[config.mk]
export PLATFORM = sky130hd
export DESIGN_NAME = cordic_vectoring_atan_unit
export DESIGN_NICKNAME = d
export VERILOG_FILES = /design/src/design/cva_pkg.sv /design/src/design/cordic_vectoring_atan_unit.sv /design/src/design/cva_stage.sv
export SDC_FILE = /design/constraint.sdc
export NUM_CORES = 2
export LEC_CHECK = 0
export BUFFER_PORTS_ARGS = -buffer_cell sky130_fd_sc_hd__buf_2
export CORE_ASPECT_RATIO = 1.4
export CORE_UTILIZATION = 70
export DETAILED_ROUTE_END_ITERATION = 7
export PLACE_DENSITY = 0.86
export RECOVER_POWER = 50
export SYNTH_ARGS = -nofsm -noshare
export SYNTH_HDL_FRONTEND = slang
export SYNTH_SLANG_ARGS = --single-unit
[constraint.sdc]
create_clock -name i_clk -period 14.55 [get_ports i_clk]
set_input_delay 0.7275 -clock i_clk [delete_from_list [all_inputs] [get_ports i_clk]]
set_output_delay 0.7275 -clock i_clk [all_outputs]
set_load 0.02 [all_outputs]
[src/design/cva_pkg.sv]
// ----------------------------------------------------------------------------
// cva_pkg
// Shared widths, defaults and the arctangent step table for the CORDIC
// vectoring angle unit.
// ----------------------------------------------------------------------------
`default_nettype none

package cva_pkg;

    // Datapath width for x and y; holds 16-bit inputs scaled by 1024 with growth
    localparam int DATA_W = 32;
    // Width of the angle word
    localparam int ANGLE_W = 16;
    // Width of the input fields on the ports
    localparam int FIELD_W = 16;
    // Input prescale of 1024 expressed as a left shift
    localparam int SCALE_SHIFT = 10;

    // Default configuration
    localparam int DEF_ITERATIONS      = 15;
    localparam int DEF_ANGLE_FRAC_BITS = 14;
    localparam int DEF_INPUT_WIDTH     = 16;

    // Table geometry
    localparam int TABLE_LEN  = 15;
    localparam int TABLE_FRAC = 14;

    typedef logic [ANGLE_W-1:0] t_angle;

    // floor(atan(2^-i) * 2^14), i = 0..14
    localparam t_angle ATAN_TABLE [TABLE_LEN] = '{
        16'd12867, 16'd7596, 16'd4013, 16'd2037, 16'd1022, 16'd511, 16'd255,
        16'd127, 16'd63, 16'd31, 16'd15, 16'd7, 16'd3, 16'd1, 16'd0
    };

    // Step angle at a given fraction width
    function automatic t_angle atan_entry(input int idx, input int frac);
        t_angle ent;
        ent = '0;
        if (idx >= 0 && idx < TABLE_LEN) begin
            ent = ATAN_TABLE[idx] >> (TABLE_FRAC - frac);
        end
        return ent;
    endfunction

endpackage

`default_nettype wire

[src/design/cordic_vectoring_atan_unit.sv]
// ----------------------------------------------------------------------------
// cordic_vectoring_atan_unit
// Angle of an (x, y) vector by CORDIC vectoring, one micro-rotation per
// pipeline stage. Valid for x > 0; no quadrant correction.
// ----------------------------------------------------------------------------
//  channel   | direction | handshake              | payload
//  ----------+-----------+------------------------+------------------------
//  input     | in        | start, busy (always 0) | i_x_in, i_y_in
//  result    | out       | o_valid strobe         | o_angle_out
//
//  The pipeline holds one prescale register, then one register per
//  micro-rotation stage. A new word is taken every cycle.
//  Reset clears only the valid bits of the pipeline; payload is not reset.
//  Busy stays low: the receiver cannot stall and the pipeline never fills.
// ----------------------------------------------------------------------------
`default_nettype none

module cordic_vectoring_atan_unit #(
    parameter int ITERATIONS      = cva_pkg::DEF_ITERATIONS,
    parameter int ANGLE_FRAC_BITS = cva_pkg::DEF_ANGLE_FRAC_BITS,
    parameter int INPUT_WIDTH     = cva_pkg::DEF_INPUT_WIDTH
) (
    input  wire logic                                i_clk,
    input  wire logic                                i_rst_n,
    input  wire logic                                start,
    output logic                                     busy,
    input  wire logic signed [cva_pkg::FIELD_W-1:0]  i_x_in,
    input  wire logic signed [cva_pkg::FIELD_W-1:0]  i_y_in,
    output logic                                     o_valid,
    output logic signed [cva_pkg::ANGLE_W-1:0]       o_angle_out
);
    import cva_pkg::*;

    logic                     r_valid;
    logic signed [DATA_W-1:0] r_x;
    logic signed [DATA_W-1:0] r_y;

    logic signed [INPUT_WIDTH-1:0] x_low;
    logic signed [INPUT_WIDTH-1:0] y_low;
    logic signed [DATA_W-1:0]      n_x;
    logic signed [DATA_W-1:0]      n_y;

    logic                     valid_pipe [ITERATIONS+1];
    logic signed [DATA_W-1:0] x_pipe     [ITERATIONS+1];
    logic signed [DATA_W-1:0] y_pipe     [ITERATIONS+1];
    t_angle                   acc_pipe   [ITERATIONS+1];

    // Sign-extend the used input bits and scale by 1024
    always_comb begin
        x_low = i_x_in[INPUT_WIDTH-1:0];
        y_low = i_y_in[INPUT_WIDTH-1:0];
        n_x   = DATA_W'(x_low) <<< SCALE_SHIFT;
        n_y   = DATA_W'(y_low) <<< SCALE_SHIFT;
    end

    // Accept a word whenever start is high
    always_ff @(posedge i_clk) begin
        if (!i_rst_n) begin
            r_valid <= 1'b0;
        end else begin
            r_valid <= start && !busy;
        end
    end

    always_ff @(posedge i_clk) begin
        r_x <= n_x;
        r_y <= n_y;
    end

    assign valid_pipe[0] = r_valid;
    assign x_pipe[0]     = r_x;
    assign y_pipe[0]     = r_y;
    assign acc_pipe[0]   = '0;

    // Chain of micro-rotation stages
    for (genvar g = 0; g < ITERATIONS; g++) begin : g_stage
        cva_stage #(
            .STAGE           (g),
            .ANGLE_FRAC_BITS (ANGLE_FRAC_BITS)
        ) u_stage (
            .i_clk   (i_clk),
            .i_rst_n (i_rst_n),
            .i_valid (valid_pipe[g]),
            .i_x     (x_pipe[g]),
            .i_y     (y_pipe[g]),
            .i_acc   (acc_pipe[g]),
            .o_valid (valid_pipe[g+1]),
            .o_x     (x_pipe[g+1]),
            .o_y     (y_pipe[g+1]),
            .o_acc   (acc_pipe[g+1])
        );
    end

    assign busy        = 1'b0;
    assign o_valid     = valid_pipe[ITERATIONS];
    assign o_angle_out = acc_pipe[ITERATIONS];

endmodule

`default_nettype wire

[src/design/cva_stage.sv]
// ----------------------------------------------------------------------------
// cva_stage
// One registered CORDIC vectoring micro-rotation: steer on the sign of y,
// add or subtract the shifted partner and the step angle.
// ----------------------------------------------------------------------------
`default_nettype none

module cva_stage #(
    parameter int STAGE           = 0,
    parameter int ANGLE_FRAC_BITS = cva_pkg::DEF_ANGLE_FRAC_BITS
) (
    input  wire logic                              i_clk,
    input  wire logic                              i_rst_n,
    input  wire logic                              i_valid,
    input  wire logic signed [cva_pkg::DATA_W-1:0] i_x,
    input  wire logic signed [cva_pkg::DATA_W-1:0] i_y,
    input  wire cva_pkg::t_angle                   i_acc,
    output logic                                   o_valid,
    output logic signed [cva_pkg::DATA_W-1:0]      o_x,
    output logic signed [cva_pkg::DATA_W-1:0]      o_y,
    output cva_pkg::t_angle                        o_acc
);
    import cva_pkg::*;

    localparam t_angle STEP_ANGLE = atan_entry(STAGE, ANGLE_FRAC_BITS);

    logic                     r_valid;
    logic signed [DATA_W-1:0] r_x;
    logic signed [DATA_W-1:0] r_y;
    t_angle                   r_acc;

    logic signed [DATA_W-1:0] n_x;
    logic signed [DATA_W-1:0] n_y;
    t_angle                   n_acc;
    logic signed [DATA_W-1:0] x_sh;
    logic signed [DATA_W-1:0] y_sh;
    logic                     y_pos;

    // Rotate toward y = 0; zero y takes the negative branch
    always_comb begin
        x_sh  = i_x >>> STAGE;
        y_sh  = i_y >>> STAGE;
        y_pos = !i_y[DATA_W-1] && (i_y != '0);
        if (y_pos) begin
            n_x   = i_x + y_sh;
            n_y   = i_y - x_sh;
            n_acc = i_acc + STEP_ANGLE;
        end else begin
            n_x   = i_x - y_sh;
            n_y   = i_y + x_sh;
            n_acc = i_acc - STEP_ANGLE;
        end
    end

    // Advance valid under reset
    always_ff @(posedge i_clk) begin
        if (!i_rst_n) begin
            r_valid <= 1'b0;
        end else begin
            r_valid <= i_valid;
        end
    end

    // Hold the word payload
    always_ff @(posedge i_clk) begin
        r_x   <= n_x;
        r_y   <= n_y;
        r_acc <= n_acc;
    end

    assign o_valid = r_valid;
    assign o_x     = r_x;
    assign o_y     = r_y;
    assign o_acc   = r_acc;

endmodule

`default_nettype wire

==> reports/results.tsv <==
stage	metric	value	unit
run_status	status	finished, violations left	
run_status	failing checks	max-capacitance violations, max-slew violations	
logic_synthesis	synthesized area	70900	sq um
floorplanning	Rows	137	
placement	Buffers on Ports	50	
layout	FF/Latch Area	19500	sq um
logic_synthesis	Commonest cells post-synth	973 x dfxtp_1, 908 x ha_1, 806 x xnor2_1, 739 x a21oi_1, 652 x nor2_1	
critical_path	reg2reg path depth	21	
floorplanning	CORE AREA	99900	sq um
sta	RSZ-0062 raised after global routing	false	
logic_synthesis	Synth Flop Type	dfxtp_1	
critical_path	crit path capture type	flip-flop	
clocking	Root Driver	clkbuf_16	
job	max-cap viol count	18	
sta	Slew Viols, Final	539	
critical_path	register-to-register setup slack	3.57	ns
logic_synthesis	Synth warnings	0	
logic_synthesis	largest cells by area after synthesis	dfxtp_1 27%, ha_1 16%, xnor2_1 10%, a21oi_1 5.2%, xor2_1 4.9%	
clocking	Reg clk slew, reported paths	0.06	ns
sta	final setup fails	0	
sta	min cycle time layout	10.98	ns
grt	largest net degree at the start of global routing	47	
critical_path	Worst Path Arrival	11.63	ns
layout	area of the multi-input gates	49300	sq um
clocking	htree depth	3	
sta	clock skew	0.0278	ns
critical_path	CP Class	flip-flop to flip-flop	
floorplanning	die area	103000	sq um
grt	Total Routing Usage GR	0.421	
logic_synthesis	Netlist cell types	84	
grt	first-pass GRT wire length	336000	um
route	Routed Wire Length	218000	um
route	Routed Antenna Nets	0	
placement	placed wire-length estimate	170000	um
clocking	CTS tree	done	
min_path	type of the worst min-delay path	input port to flip-flop	
grt	vias in the first global route	61800	
sta	Least-Margin Pin Slew	2.47	ns
route	DRC Markers	0	
floorplanning	Initial Utilization	0.709	
route	vias per cell	6.39	
route	WL per Instance	22.0	um
logic_synthesis	synthesized instance count	8371	
clocking	Setup Buffers After CTS	0	
critical_path	CP Launch Point	g_stage[9].u_stage.o_y[27]	
sta	worst rel slew slack	-0.648	
critical_path	RR Startpoint	g_stage[9].u_stage.o_y[27]	
logic_synthesis	cell taking the most area after synthesis	dfxtp_1	
floorplanning	IO Pins	53	
grt	antenna violations before repair	23	
clocking	post-CTS sizing	0	
layout	layout cell share with drive strength beyond 1	0.0367	
sta	WHS	0.0983	ns
layout	NumNets Final	9426	
route	via count of the routed design	63300	
clocking	clock buffer depth	3	
logic_synthesis	most frequent cell after synthesis	dfxtp_1	
floorplanning	overall die height	378	um
clocking	Sink Count	973	
clocking	cts bufs inserted	98	
grt	GRT overflow	0	
floorplanning	die width	271	um
critical_path	CP Launch Type	flip-flop	
route	Iter 0 DRT Violations	4747	
critical_path	CP max FO	46	
sta	f_max	91.0	MHz
placement	routability cong.	1.18	
logic_synthesis	top-area cell type share of the netlist area	0.275	
clocking	worst skew pair latency	0.74	ns
layout	area delta synth->final	7.37	%
critical_path	Critical Path Sink	g_stage[10].u_stage.o_x[31]	
sta	Hold Vio Cnt, Final	0	
logic_synthesis	Mean Syn Cell Area	8.46	sq um
logic_synthesis	Post-synth EDFFs	0	
logic_synthesis	post-synthesis async set-or-reset flop share	0	
layout	Fillers	7433	
logic_synthesis	post-synthesis sequential area ratio	0.275	
critical_path	Critical R2R Capture	g_stage[10].u_stage.o_x[31]	
logic_synthesis	Yosys reg bits	973	
critical_path	Crit path required time	15.20	ns
sta	total negative slack	0	ns
sta	period utilisation layout	0.755	
route	DRT Pass-1 Iters	7	
clocking	# hold bufs at CTS	0	
## critical path, cell delays in order (launching register included)
cell and delay [ns]:
dfxtp_1 0.36, or4_1 0.59, nor2_1 0.60, nand4_1 0.90
nor2_1 0.63, or2_2 0.21, clkbuf_1 1.49, clkinv_1 1.36
a21oi_1 0.43, xor2_1 0.52, ha_1 0.39, o21a_1 0.22
o21ai_0 0.23, a21oi_1 0.11, a221o_1 0.43, a2111oi_0 0.82
o31ai_1 0.31, o41a_1 0.46, a2111oi_0 0.39, o21bai_1 0.12
a21oi_1 0.18, xnor2_1 0.14
## final cells by class
class	instances	share of cell area
Multi-Input combinational cell	6849	0.648
Sequential cell	973	0.256
Clock buffer	131	0.0371
Inverter	442	0.0218
Tap cell	1320	0.0217
Clock inverter	48	0.00743
Timing Repair Buffer	89	0.00595
Antenna cell	65	0.00214
## how the worst min path moves through the flow
stage                                             start                       endpoint  slack, ns  cells past startpoint
after CTS                                     i_x_in[5]                        r_x[15]       0.09                      1
after floorplan           g_stage[13].u_stage.o_acc[10]  g_stage[14].u_stage.o_acc[10]       0.31                      0
after global placement     g_stage[13].u_stage.o_acc[1]   g_stage[14].u_stage.o_acc[1]       0.31                      0
after global routing                          i_x_in[1]                        r_x[11]       0.09                      1
after detailed placement   g_stage[13].u_stage.o_acc[6]   g_stage[14].u_stage.o_acc[6]       0.31                      0
final                                         i_y_in[6]                        r_y[16]        0.1                      1
## sequential cells by signal, indices dropped and copies added, names as in the netlist
register	flops
r_valid	1
g_stage.u_stage.o_valid	15
g_stage.u_stage.o_acc	212
r_x	16
r_y	16
g_stage.u_stage.o_y	377
g_stage.u_stage.o_x	336
## logic make-up (layout without fill, tap and decap cells)
kind of cell             count (synthesis)  after routing  synth area share
multiplexers                            44             44           0.00636
adder cells (fa/ha/maj)                938            938             0.169
XOR/XNOR                              1206           1206             0.149
AO/OA/AOI/OAI                         2333           2333             0.210
buffers and inverters                  582            710            0.0318
AND/OR/NAND/NOR                       2294           2294             0.159
other                                    1             99         0.0000529
flip-flops                             973            973             0.275
## placed cells by master, fill, tap and decap left out, types with 68 or more instances in the layout
master	Yosys	layout
o21bai_1	109	109
o21a_1	129	129
nor3_1	240	240
clkbuf_16	0	100
and3_1	68	68
or3_1	102	102
nor4_1	105	103
ha_1	908	908
nand2_1	495	495
xor2_1	400	400
nand2b_1	138	138
a31oi_1	72	72
o31ai_1	117	117
a21oi_1	739	739
dfxtp_1	973	973
nor2_1	652	652
o21ai_0	447	449
nor2b_1	115	115
a21o_1	278	278
inv_1	434	440
xnor2_1	806	801
nand3_1	131	131
## per-stage QoR
step,setup slack (ns),area [sq um],utilization,std cells
global placement,6.46,72600,0.726,9669
finish,3.57,76100,0.761,9917
CTS,6.39,75900,0.760,9848
floorplan,8.50,71000,-,8404
global route,2.76,76000,0.761,9896
detailed placement,6.43,72600,0.726,9669
## routing by layer
metal	part of all wire	vias to the layer above	global-route usage
met4	0.12	8	0.436
met3	0.062	1138	0.108
met1	0.33	29500	0.383
met2	0.49	2464	0.739
li1	-	30200	-
met5	0.00021	-	0
Power is not shown: default switching activity piles up to over one toggle a cycle in this logic, so the estimate is an artifact.
